**src/design/mfm_pkg.sv**
```systemverilog
package mfm_pkg;

  localparam int unsigned ADDR_W = 10;
  localparam int unsigned DATA_W = 16;
  localparam int unsigned PRE_W = 6;
  localparam int unsigned POS_W = 7;
  localparam int unsigned FRAME_W = 32;

  localparam logic [PRE_W-1:0] PREAMBLE_RESET = 6'd32;

  localparam logic [1:0] START_CODE = 2'b01;
  localparam logic [1:0] OP_READ = 2'b10;
  localparam logic [1:0] OP_WRITE = 2'b01;
  localparam logic [1:0] TA_WRITE = 2'b10;

  localparam logic [POS_W-1:0] READ_ADDR_END = 7'd14;
  localparam logic [POS_W-1:0] READ_SAMPLE_FIRST = 7'd15;
  localparam logic [POS_W-1:0] READ_LAST_BIT = 7'd30;
  localparam logic [POS_W-1:0] WRITE_LAST_BIT = 7'd31;

  typedef struct packed {
    logic              clock_pulse;
    logic              data_out;
    logic              data_drive;
    logic              busy_res;
    logic              done_res;
    logic [DATA_W-1:0] read_data;
  } result_t;

endpackage

```
**src/design/mfm_core.sv**
```systemverilog
module mfm_core import mfm_pkg::*; (
  input  logic              clk,
  input  logic              rst,
  input  logic              cfg_we,
  input  logic [PRE_W-1:0]  cfg_wdata,
  input  logic              accept,
  input  logic              start_request,
  input  logic              operation,
  input  logic [ADDR_W-1:0] address,
  input  logic [DATA_W-1:0] write_data,
  input  logic              data_in,
  output result_t           res
);

  logic [PRE_W-1:0]   preamble_length;
  logic [POS_W-1:0]   bit_position;
  logic [FRAME_W-1:0] out_shift;
  logic [DATA_W-1:0]  in_shift;
  logic               frame_active;
  logic               frame_is_read;

  logic [POS_W-1:0]   bit_position_next;
  logic [FRAME_W-1:0] out_shift_next;
  logic [DATA_W-1:0]  in_shift_next;
  logic               frame_active_next;
  logic               frame_is_read_next;

  logic               start;
  logic [POS_W-1:0]   k;
  logic [4:0]         tap;

  always_comb begin
    start = !frame_active && start_request;
    frame_active_next = frame_active || start;
    frame_is_read_next = start ? operation : frame_is_read;
    bit_position_next = start ? '0 : bit_position;
    in_shift_next = (start && operation) ? '0 : in_shift;
    if (!start) begin
      out_shift_next = out_shift;
    end else if (operation) begin
      out_shift_next = {START_CODE, OP_READ, address, 18'd0};
    end else begin
      out_shift_next = {START_CODE, OP_WRITE, address, TA_WRITE, write_data};
    end

    k = bit_position_next - {1'b0, preamble_length};
    tap = 5'd31 - k[4:0];

    res.clock_pulse = 1'b0;
    res.data_out = 1'b1;
    res.data_drive = 1'b1;
    res.busy_res = 1'b0;
    res.done_res = 1'b0;

    if (frame_active_next) begin
      res.clock_pulse = 1'b1;
      res.busy_res = 1'b1;
      if (bit_position_next >= {1'b0, preamble_length}) begin
        if (frame_is_read_next) begin
          if (k < READ_ADDR_END) begin
            res.data_out = out_shift_next[tap];
          end else begin
            res.data_drive = 1'b0;
            res.data_out = 1'b0;
            if (k >= READ_SAMPLE_FIRST && k <= READ_LAST_BIT) begin
              in_shift_next = {in_shift_next[DATA_W-2:0], data_in};
            end
          end
          res.done_res = (k >= READ_LAST_BIT);
        end else begin
          if (k <= WRITE_LAST_BIT) begin
            res.data_out = out_shift_next[tap];
          end
          res.done_res = (k >= WRITE_LAST_BIT);
        end
      end
      if (res.done_res) begin
        frame_active_next = 1'b0;
        bit_position_next = '0;
      end else begin
        bit_position_next = bit_position_next + 7'd1;
      end
    end
    res.read_data = in_shift_next;
  end

  always_ff @(posedge clk) begin
    if (rst) begin
      preamble_length <= PREAMBLE_RESET;
      bit_position <= '0;
      out_shift <= '0;
      in_shift <= '0;
      frame_active <= 1'b0;
      frame_is_read <= 1'b0;
    end else begin
      if (cfg_we) begin
        preamble_length <= cfg_wdata;
      end
      if (accept) begin
        bit_position <= bit_position_next;
        out_shift <= out_shift_next;
        in_shift <= in_shift_next;
        frame_active <= frame_active_next;
        frame_is_read <= frame_is_read_next;
      end
    end
  end

endmodule

```
**src/design/mfm_out_stage.sv**
```systemverilog
module mfm_out_stage import mfm_pkg::*; (
  input  logic    clk,
  input  logic    rst,
  input  logic    load,
  input  result_t res_in,
  input  logic    m_tready,
  output logic    ready,
  output logic    m_tvalid,
  output result_t res_out
);

  assign ready = !m_tvalid || m_tready;

  always_ff @(posedge clk) begin
    if (rst) begin
      m_tvalid <= 1'b0;
    end else if (load) begin
      m_tvalid <= 1'b1;
    end else if (m_tready) begin
      m_tvalid <= 1'b0;
    end
  end

  always_ff @(posedge clk) begin
    if (load) begin
      res_out <= res_in;
    end
  end

endmodule

```
**src/design/mdio_frame_master.sv**
```systemverilog
// Each accepted beat's result is captured in the output register and driven on m_tdata from it.
// Throughput: one beat per cycle while m_tready is high; each beat is one management clock bit period.
// The single result register sets the rate; s_tready stays high while m_tready is high.
// Reset (rst, synchronous, active high): idle, no frame, preamble length 32,
// read data cleared, output register empty.
module mdio_frame_master import mfm_pkg::*; (
  input  logic                   clk,
  input  logic                   rst,
  input  logic                   cfg_we,
  input  logic [PRE_W-1:0]       cfg_wdata,
  input  logic                   s_tvalid,
  output logic                   s_tready,
  input  logic [31:0]            s_tdata,   // start_request, address, write_data, data_in
  input  logic                   s_tuser,   // operation
  output logic                   m_tvalid,
  input  logic                   m_tready,
  output logic [23:0]            m_tdata,   // clock_pulse, data_out, data_drive, busy_res,
                                            // read_data
  output logic                   m_tlast    // done_res
);

  logic    accept;
  result_t res;
  result_t res_q;

  assign accept = s_tvalid && s_tready;

  mfm_core u_core (
    .clk           (clk),
    .rst           (rst),
    .cfg_we        (cfg_we),
    .cfg_wdata     (cfg_wdata),
    .accept        (accept),
    .start_request (s_tdata[0]),
    .operation     (s_tuser),
    .address       (s_tdata[10:1]),
    .write_data    (s_tdata[26:11]),
    .data_in       (s_tdata[27]),
    .res           (res)
  );

  mfm_out_stage u_out (
    .clk      (clk),
    .rst      (rst),
    .load     (accept),
    .res_in   (res),
    .m_tready (m_tready),
    .ready    (s_tready),
    .m_tvalid (m_tvalid),
    .res_out  (res_q)
  );

  assign m_tdata = {4'd0, res_q.read_data, res_q.busy_res, res_q.data_drive,
                    res_q.data_out, res_q.clock_pulse};
  assign m_tlast = res_q.done_res;

  a_done_busy: assert property (@(posedge clk) disable iff (rst)
    m_tvalid && m_tlast |-> m_tdata[3] && m_tdata[0])
    else $error("done beat outside a frame");

  a_release_low: assert property (@(posedge clk) disable iff (rst)
    m_tvalid && !m_tdata[2] |-> !m_tdata[1] && m_tdata[3])
    else $error("released line not low or outside a frame");

  a_idle_quiet: assert property (@(posedge clk) disable iff (rst)
    m_tvalid && !m_tdata[3] |-> !m_tdata[0] && m_tdata[1] && m_tdata[2] && !m_tlast)
    else $error("idle beat not driven high");

  a_ready_follows: assert property (@(posedge clk) disable iff (rst)
    s_tready == (!m_tvalid || m_tready))
    else $error("input ready out of step with result register");

endmodule
```
**config.mk**
```make
export PLATFORM = sky130hd
export DESIGN_NAME = mdio_frame_master
export DESIGN_NICKNAME = d
export VERILOG_FILES = /design/src/design/mfm_pkg.sv /design/src/design/mfm_core.sv /design/src/design/mfm_out_stage.sv /design/src/design/mdio_frame_master.sv
export SDC_FILE = /design/constraint.sdc
export NUM_CORES = 1
export LEC_CHECK = 0
export ABC_AREA = 1
export BUFFER_PORTS_ARGS = -buffer_cell sky130_fd_sc_hd__buf_2
export CORE_MARGIN = 2
export CORE_UTILIZATION = 50
export CTS_BUF_LIST = sky130_fd_sc_hd__clkbuf_4 sky130_fd_sc_hd__clkbuf_8
export CTS_CLUSTER_SIZE = 30
export DETAILED_ROUTE_END_ITERATION = 8
export PLACE_DENSITY = 0.71
export SETUP_SLACK_MARGIN = 0.3
export SLEW_MARGIN = 0
export SYNTH_ARGS = -nofsm -noshare
export SYNTH_HDL_FRONTEND = slang
export SYNTH_SLANG_ARGS = --single-unit
```
**constraint.sdc**
```tcl
create_clock -name clk -period 5.3 [get_ports clk]
set_input_delay 0.795 -clock clk [delete_from_list [all_inputs] [get_ports clk]]
set_output_delay 0.795 -clock clk [all_outputs]
set_load 0.02 [all_outputs]
```
==> impl_metrics.json, run 1 <==
{
  "rsz0062_at_grt": "no",
  "setup-tns-final_ps": 0,
  "power.clock.fraction_pct": 29.4,
  "r2r.worst_path.cells": 12,
  "synth_async_sr_flop_share_pct": 0,
  "end_kind": "register",
  "instances_no_fill": 874,
  "cp_data_required_time_ps": 5400,
  "drive_gt1_share_pct": 12.8,
  "hold-path-cell-count": 2,
  "final_count_of_negative_setup_slack_endpoints": 0,
  "synth.yosys.seq_area_share_pct": 39.9,
  "cp-start-kind": "input port",
  "initial_utilization_pct": 51.2,
  "drt_first_pass_iters": 5,
  "worstSkewPairLatency_ps": 360,
  "layout_overhead_on_the_synthesized_area_pct": 10.7,
  "track_usage_pct": 22.5,
  "clk_root_buffer_cell": "sky130_fd_sc_hd__clkbuf_8",
  "outcome": "finished clean",
  "synthDistinctLibCells": 36,
  "fin_skew_ps": 10.8,
  "final_hold_viol_count": 0,
  "number_of_buffers_created_by_cts": 9,
  "detail_route.iter0.violations": 264,
  "rows": 35,
  "power.net_switching_w": 0.000503,
  "tritoncts": "done",
  "port_buf_inserts": 62,
  "power.share.switching_pct": 32.5,
  "antenna_cells": 0,
  "gp_congestion": 0.884,
  "final.min_clock_period_ps": 3720,
  "die_ht_um": 101,
  "maxCapViolations": 0,
  "residual_drc": 0,
  "power_density_nw_per_um2": 297,
  "power.leakage_nw": 2.61,
  "grt_first_pass_wirelength_um": 18700,
  "cts-htree-levels": 3,
  "die_outline_area_um2": 10200,
  "r2r_end": "u_out.res_out[0]",
  "wl_um": 10800,
  "hpwlAfterDp_um": 7110,
  "cts.clk_slew.worst_paths_ps": 80,
  "placed_cells_incl_taps": 858,
  "rrSetupSlack_ps": 1700,
  "post_synth_inst_count": 717,
  "r2r-start": "u_core.frame_active",
  "setup.worst_path.end": "u_out.res_out[0]",
  "finalNetCount": 807,
  "pin_count": 71,
  "mean_syn_cell_area_um2": 6.57,
  "critPathArrivalTime_ps": 3820,
  "cts_resized": 0,
  "floorplan.core_area_um2": 9200,
  "slew_violations": 0,
  "grt_max_degree": 53,
  "netlist_area_um2": 4710,
  "first_global_vias": 4281,
  "vias_per_cell": 5.28,
  "relative_contribution_of_sequential_cells_to_total_power_pct": 46.4,
  "cts_num_sinks": 84,
  "cp-startpoint": "s_tdata[0]",
  "vias": 4611,
  "critPathMaxFanout": 52,
  "postCtsSetupRepairBufs": 0,
  "timing.slew.headroom_pct": 32.5,
  "path_class": "in2reg",
  "vdd_ir_drop_max_mv": 0.131,
  "antenna_left": 0,
  "hp-class": "reg2reg",
  "final.period_utilization_pct": 70.2,
  "power.share.combinational_pct": 24.2,
  "max_freq_ghz": 0.269,
  "worst_pin_slew_ps": 1010,
  "cts_max_path_buffers": 2,
  "synth_top_flop_cell": "sky130_fd_sc_hd__dfxtp_1",
  "cell_internal_pwr_w": 0.00105,
  "holdBufCountCts": 0,
  "yosys_register_bits": 84,
  "die_x_um": 101,
  "route.detailed.wl_per_inst_um": 12.3,
  "grt_antenna_before_repair": 0,
  "yosys_synthesis_warning_count": 0,
  "overflow": 0,
  "synth_enable_flop_cells": 20
}
==> worst max-delay path, stage by stage <==
cell                      delay, ps
sky130_fd_sc_hd__buf_2          120
sky130_fd_sc_hd__nand2_4        410
sky130_fd_sc_hd__nand2_1        310
sky130_fd_sc_hd__fa_1           780
sky130_fd_sc_hd__nor2_1         280
sky130_fd_sc_hd__nand2_1         90
sky130_fd_sc_hd__nand3_1        120
sky130_fd_sc_hd__nor2_1          80
sky130_fd_sc_hd__nor2_2         380
sky130_fd_sc_hd__nand2_2        230
sky130_fd_sc_hd__nand2_1        130
sky130_fd_sc_hd__nand2_1         70
==> metrics by stage <==
| stage | instance area, um^2 | total power, W | setup slack, ps | util, % | hold slack [ps] |
|---|---|---|---|---|---|
| final | 5220 | 0.00155 | 1580 | 56.7 | 448 |
| after global placement | 5020 | 0.00109 | 1250 | 54.6 | 431 |
| after floorplan | 4720 | 0.00101 | 2180 | - | 424 |
| after CTS | 5220 | 0.00156 | 1620 | 56.7 | 449 |
| after global routing | 5220 | 0.00165 | 1240 | 56.7 | 465 |
| after detailed placement | 5020 | 0.00110 | 1260 | 54.6 | 437 |
==> kinds of logic after synthesis <==
logic type	after synthesis	synth area share, %
AOI/OAI and AO/OA	111	12.7
xor gates and xnor gates	2	0.372
adders and majority gates	5	1.49
buffers and inverters	120	10.4
DFF	84	39.9
other	1	0.0796
and+or+nand+nor	394	35.0
==> cells in the final DEF, fill, tap and decap left out, types with 3 or more instances in the layout <==
master	synthesis	layout
sky130_fd_sc_hd__o21ai_0	37	37
sky130_fd_sc_hd__a21oi_1	55	55
sky130_fd_sc_hd__conb_1	1	4
sky130_fd_sc_hd__clkbuf_8	0	9
sky130_fd_sc_hd__o21a_1	7	7
sky130_fd_sc_hd__clkinv_2	0	3
sky130_fd_sc_hd__inv_1	75	74
sky130_fd_sc_hd__nor2_1	69	69
sky130_fd_sc_hd__nand3_1	87	87
sky130_fd_sc_hd__nor3_1	3	3
sky130_fd_sc_hd__edfxtp_1	20	20
sky130_fd_sc_hd__inv_2	5	5
sky130_fd_sc_hd__nand2_2	4	4
sky130_fd_sc_hd__dfxtp_1	64	64
sky130_fd_sc_hd__buf_2	3	62
sky130_fd_sc_hd__buf_4	7	5
sky130_fd_sc_hd__a211oi_1	3	3
sky130_fd_sc_hd__ha_1	4	4
sky130_fd_sc_hd__nand2_1	223	223
==> power by group through the flow <==
stage	Clock (W)	Sequential, W	Combinational (W)
floorplan	0	0.000747	0.000267
global placement	0	0.000731	0.000363
detailed placement	0	0.000734	0.000371
CTS	0.000468	0.000719	0.000373
global route	0.000498	0.000723	0.000427
finish	0.000455	0.000719	0.000375
==> final cells by class <==
cell class,count,area [um^2]
Timing Repair Buffer,67,348
Fill cell,895,3980
Tap cell,111,139
Sequential cell,84,1880
Multi-Input combinational cell,516,2350
Clock inverter,5,53.8
Clock buffer,11,139
Inverter,80,300
==> cells in the mapped netlist, drive strengths merged (2+ instances only) <==
master	count	area, um^2
a211oi	3	22.5
a21oi	56	284
a31oi	2	12.5
buf	15	93.8
clkbuf	25	93.8
dfxtp	64	1280
edfxtp	20	601
ha	4	50.1
inv	80	300
nand2	228	873
nand3	88	445
nand3b	2	15.0
nor2	71	285
nor3	4	25.0
o211ai	2	15.0
o21a	7	52.6
o21ai	38	190
o21bai	2	15.0
==> how the worst min path moves through the flow <==
stage                         start                   end
2_1_floorplan  u_core.frame_is_read  u_core.frame_is_read
3_3_place_gp   u_core.out_shift[31]  u_core.out_shift[31]
3_5_place_dp   u_core.out_shift[31]  u_core.out_shift[31]
4_1_cts        u_core.out_shift[31]  u_core.out_shift[31]
5_1_grt        u_core.frame_is_read  u_core.frame_is_read
6_report       u_core.frame_is_read  u_core.frame_is_read
==> state kept, by name, summed over array words and instances, names as in the netlist <==
| name | count |
|---|---|
| u_core.bit_position | 7 |
| u_core.preamble_length | 6 |
| u_core.out_shift | 32 |
| u_core.frame_is_read | 1 |
| u_out.res_out | 20 |
| u_core.frame_active | 1 |
| u_out.m_tvalid | 1 |
| u_core.in_shift | 16 |
==> layer usage <==
metal | share of wire [%] | vias to the layer above | track usage [%] | wire [um]
li1 | - | 2365 | - | -
met1 | 45 | 2098 | 28.1 | 4850
met2 | 48 | 134 | 39.5 | 5170
met3 | 5.7 | 14 | 3.68 | 612
met4 | 1.2 | 0 | 6.96 | 130
met5 | 0 | - | 0 | 0
No activity file was read; power rests on OpenSTA's default activity.
==> inputs of run 2 (changes only) <==
--- a/config.mk
+++ b/config.mk
@@ -5,14 +5,14 @@
 export SDC_FILE = /design/constraint.sdc
 export NUM_CORES = 1
 export LEC_CHECK = 0
-export ABC_AREA = 1
+export ABC_AREA = 0
 export BUFFER_PORTS_ARGS = -buffer_cell sky130_fd_sc_hd__buf_2
 export CORE_MARGIN = 2
 export CORE_UTILIZATION = 50
 export CTS_BUF_LIST = sky130_fd_sc_hd__clkbuf_4 sky130_fd_sc_hd__clkbuf_8
 export CTS_CLUSTER_SIZE = 30
 export DETAILED_ROUTE_END_ITERATION = 8
-export PLACE_DENSITY = 0.71
+export PLACE_DENSITY = 0.75
 export SETUP_SLACK_MARGIN = 0.3
 export SLEW_MARGIN = 0
 export SYNTH_ARGS = -nofsm -noshare
==> constraint.sdc (replaced) <==
create_clock -name clk -period 3.1 [get_ports clk]
set_input_delay 0.465 -clock clk [delete_from_list [all_inputs] [get_ports clk]]
set_output_delay 0.465 -clock clk [all_outputs]
set_load 0.02 [all_outputs]
==> impl_metrics.json, run 2 <==
{
  "netlist_area_um2": 4470,
  "drive_gt1_share_pct": 29.8,
  "power.share.switching_pct": 30.0,
  "finalNetCount": 627,
  "commonest_cells_post_synth": "75 x sky130_fd_sc_hd__nand2_1, 64 x sky130_fd_sc_hd__dfxtp_1, 59 x sky130_fd_sc_hd__a21oi_1, 26 x sky130_fd_sc_hd__clkbuf_1, 25 x sky130_fd_sc_hd__nor2_1",
  "largest_registers": "u_core.out_shift: 32 flops, u_out.res_out: 20 flops, u_core.in_shift: 16 flops",
  "die_x_um": 98.5,
  "layout_overhead_on_the_synthesized_area_pct": 25.2,
  "final_count_of_negative_setup_slack_endpoints": 0,
  "synthesized_area_fraction_occupied_by_ao_oa_aoi_and_oai_cells_pct": 20.4,
  "worst_pin_slew_ps": 999,
  "mean_syn_cell_area_um2": 8.92,
  "pin_count": 71,
  "power.leakage_nw": 2.16,
  "cp_cell_sequence": "nand2b_4 -> nand2_4 -> ha_4 -> buf_4 -> a211o_1 -> a31oi_2 -> xnor2_2 -> nor4_4 -> xor2_2 -> nand3b_4 -> buf_12 -> buf_16 -> o21ai_0",
  "holdWs_ps": 317,
  "path_class": "reg2reg",
  "power_density_nw_per_um2": 455,
  "track_usage_pct": 21.6,
  "route.detailed.wl_per_inst_um": 15.7,
  "floorplan.core_area_um2": 8680,
  "timing.slew.headroom_pct": 33.2,
  "outcome": "finished clean",
  "vias_per_cell": 5.80,
  "fin_skew_ps": 14.5,
  "overflow": 0,
  "rows": 34,
  "power.share.combinational_pct": 20.4,
  "synth_simple_gate_area_share_pct": 21.6,
  "worstSkewPairLatency_ps": 370,
  "commonest_non_fill_non_tap_cells_in_the_layout": "74 x sky130_fd_sc_hd__nand2_1, 62 x sky130_fd_sc_hd__buf_2, 62 x sky130_fd_sc_hd__dfxtp_1, 57 x sky130_fd_sc_hd__a21oi_1, 30 x sky130_fd_sc_hd__buf_4",
  "grt_first_pass_wirelength_um": 17200,
  "max_freq_ghz": 0.338,
  "residual_drc": 0,
  "cts_max_path_buffers": 2,
  "antenna_left": 0,
  "synth_async_sr_flop_share_pct": 0,
  "rsz0062_at_grt": "yes",
  "number_of_flip_flops_under_the_largest_register_name": 32,
  "vias": 4005,
  "port_buf_inserts": 62,
  "first_global_vias": 3705,
  "worst_path_largest_cell_delay_ps": 340,
  "wl_um": 10900,
  "synth_top_cell_by_area": "sky130_fd_sc_hd__dfxtp_1",
  "final.period_utilization_pct": 95.4,
  "max_flop_register": "u_core.out_shift",
  "vdd_ir_drop_max_mv": 0.281,
  "yosys.area_share.adder_pct": 1.57,
  "initial_utilization_pct": 51.5,
  "die_ht_um": 98.5,
  "number_of_buffers_created_by_cts": 9,
  "synth_top_flop_cell": "sky130_fd_sc_hd__dfxtp_1",
  "grt_max_degree": 38,
  "power.net_switching_w": 0.000764,
  "cts_num_sinks": 84,
  "tritoncts": "done",
  "drt_first_pass_iters": 4,
  "gp_congestion": 0.851,
  "critPathMaxFanout": 9,
  "hpwlAfterDp_um": 6700,
  "post-synth-top-count-cell": "sky130_fd_sc_hd__nand2_1",
  "post-synth-top-area-fraction_pct": 28.7,
  "critPathArrivalTime_ps": 3150,
  "relative_contribution_of_sequential_cells_to_total_power_pct": 46.2,
  "detail_route.iter0.violations": 209,
  "die_outline_area_um2": 9710,
  "final_area_um2": 5590,
  "yosys_synthesis_warning_count": 0,
  "synthDistinctLibCells": 64,
  "slew_violations": 0,
  "critPathSlowestCell": "sky130_fd_sc_hd__dfxtp_2",
  "final_hold_viol_count": 0,
  "maxCapViolations": 0,
  "cp_data_required_time_ps": 3300,
  "antenna_cells": 0,
  "synth.yosys.seq_area_share_pct": 42.1,
  "clk_root_buffer_cell": "sky130_fd_sc_hd__clkbuf_8",
  "hp-class": "in2reg",
  "yosys.area_share.xor_xnor_pct": 2.46,
  "end_kind": "register",
  "cts.clk_slew.worst_paths_ps": 100,
  "final.min_clock_period_ps": 2960,
  "cell_internal_pwr_w": 0.00178,
  "cts-htree-levels": 3,
  "synth_enable_flop_cells": 20,
  "yosys-top-cells-area": "sky130_fd_sc_hd__dfxtp_1 29%, sky130_fd_sc_hd__edfxtp_1 13%, sky130_fd_sc_hd__a21oi_1 6.6%",
  "grt_antenna_before_repair": 0,
  "post_synth_inst_count": 501,
  "standard_cell_area_after_detailed_placement_um2": 5020,
  "layout_commonest_cell": "sky130_fd_sc_hd__nand2_1",
  "synth_mux_area_share_pct": 5.60,
  "yosys_register_bits": 84,
  "power.clock.fraction_pct": 33.4,
  "cp-start-kind": "register",
  "synth_top_family_by_area": "simple AND/OR/NAND/NOR gates"
}
[run 2: cell count changes after synthesis, sizes merged, moves of 5 or more]
cell    previous run  this run
nor3               4         9
nor3b              0        17
xnor2              1         8
mux2i              0         7
o21ai             38        23
a22o               0        15
inv               80        17
nand3             88        20
nor2              71        25
nand3b             2        19
nand2            228        75
mux4               0         7
[run 2: kinds of logic (layout without fill, tap and decap cells)]
| group | count (synthesis) | in the layout |
|---|---|---|
| adders and majority gates | 5 | 5 |
| DFF | 84 | 84 |
| muxes | 16 | 16 |
| and+or+nand+nor | 183 | 183 |
| xor gates and xnor gates | 10 | 10 |
| AOI/OAI and AO/OA | 141 | 142 |
| other | 1 | 4 |
| buffers and inverters | 61 | 139 |
[run 2: power groups by stage]
| stage | logic, W | clock network, W | registers [W] |
|---|---|---|---|
| 2_1_floorplan | 0.000323 | 0 | 0.00122 |
| 3_3_place_gp | 0.000446 | 0 | 0.00120 |
| 3_5_place_dp | 0.000455 | 0 | 0.00120 |
| 4_1_cts | 0.000497 | 0.000854 | 0.00118 |
| 5_1_grt | 0.000562 | 0.000891 | 0.00118 |
| 6_report | 0.000519 | 0.000850 | 0.00118 |
[run 2: what timing repair did]
action	4_1_cts	5_1_grt
buffers inserted	7	4
endpoints found under the hold margin	0	0
endpoints found under the setup margin	40	43
cloned	3	2
pin swaps	22	15
hold buffers	0	0
resized for setup	20	18
[run 2: worst max-delay path, delay by kind of cell (launching register included)]
kind | cells | cell delay (ps)
buffers and inverters | 3 | 460
adders and majority gates | 1 | 160
and+or+nand+nor | 4 | 720
xor gates and xnor gates | 2 | 400
AOI/OAI and AO/OA | 3 | 720
DFF | 1 | 340
[run 2: worst paths after layout]
kind | startpoint | end | slack (ps) | cells past startpoint
setup / recovery | u_core.frame_active | u_out.res_out[3] | 140 | 13
hold / removal | cfg_wdata[5] | u_core.preamble_length[5] | 320 | 3
setup reg to reg | u_core.frame_active | u_out.res_out[3] | 140 | 13
hold reg to reg | u_core.out_shift[20] | u_core.out_shift[20] | 460 | 2
[run 2: metrics by stage]
step / cells / setup WS (ps) / power, W / TNS (ps) / util, %
floorplan: 504 / -297 / 0.00154 / -3070 / -
global placement: 659 / -89.2 / 0.00165 / -408 / 57.8
detailed placement: 659 / -118 / 0.00166 / -1580 / 57.8
CTS: 685 / 155 / 0.00253 / 0 / 62.6
global route: 691 / 11.4 / 0.00264 / 0 / 64.5
finish: 691 / 142 / 0.00255 / 0 / 64.5
[run 2: final cells by class]
class / count / area [um^2]
clock buffer: 9 / 124
clock inverter: 7 / 92.6
fill: 714 / 3080
inverter: 17 / 63.8
multi-input combinational: 360 / 2490
sequential: 84 / 1880
tap: 108 / 135
timing repair buffer: 106 / 801
[run 2: layer usage]
| metal | GRT usage, % | share of wire, % | vias to the layer above |
|---|---|---|---|
| li1 | - | - | 1950 |
| met1 | 27.3 | 43 | 1929 |
| met2 | 38.4 | 50 | 114 |
| met3 | 2.98 | 5.1 | 12 |
| met5 | 0 | 0 | - |
| met4 | 6.43 | 1.3 | 0 |
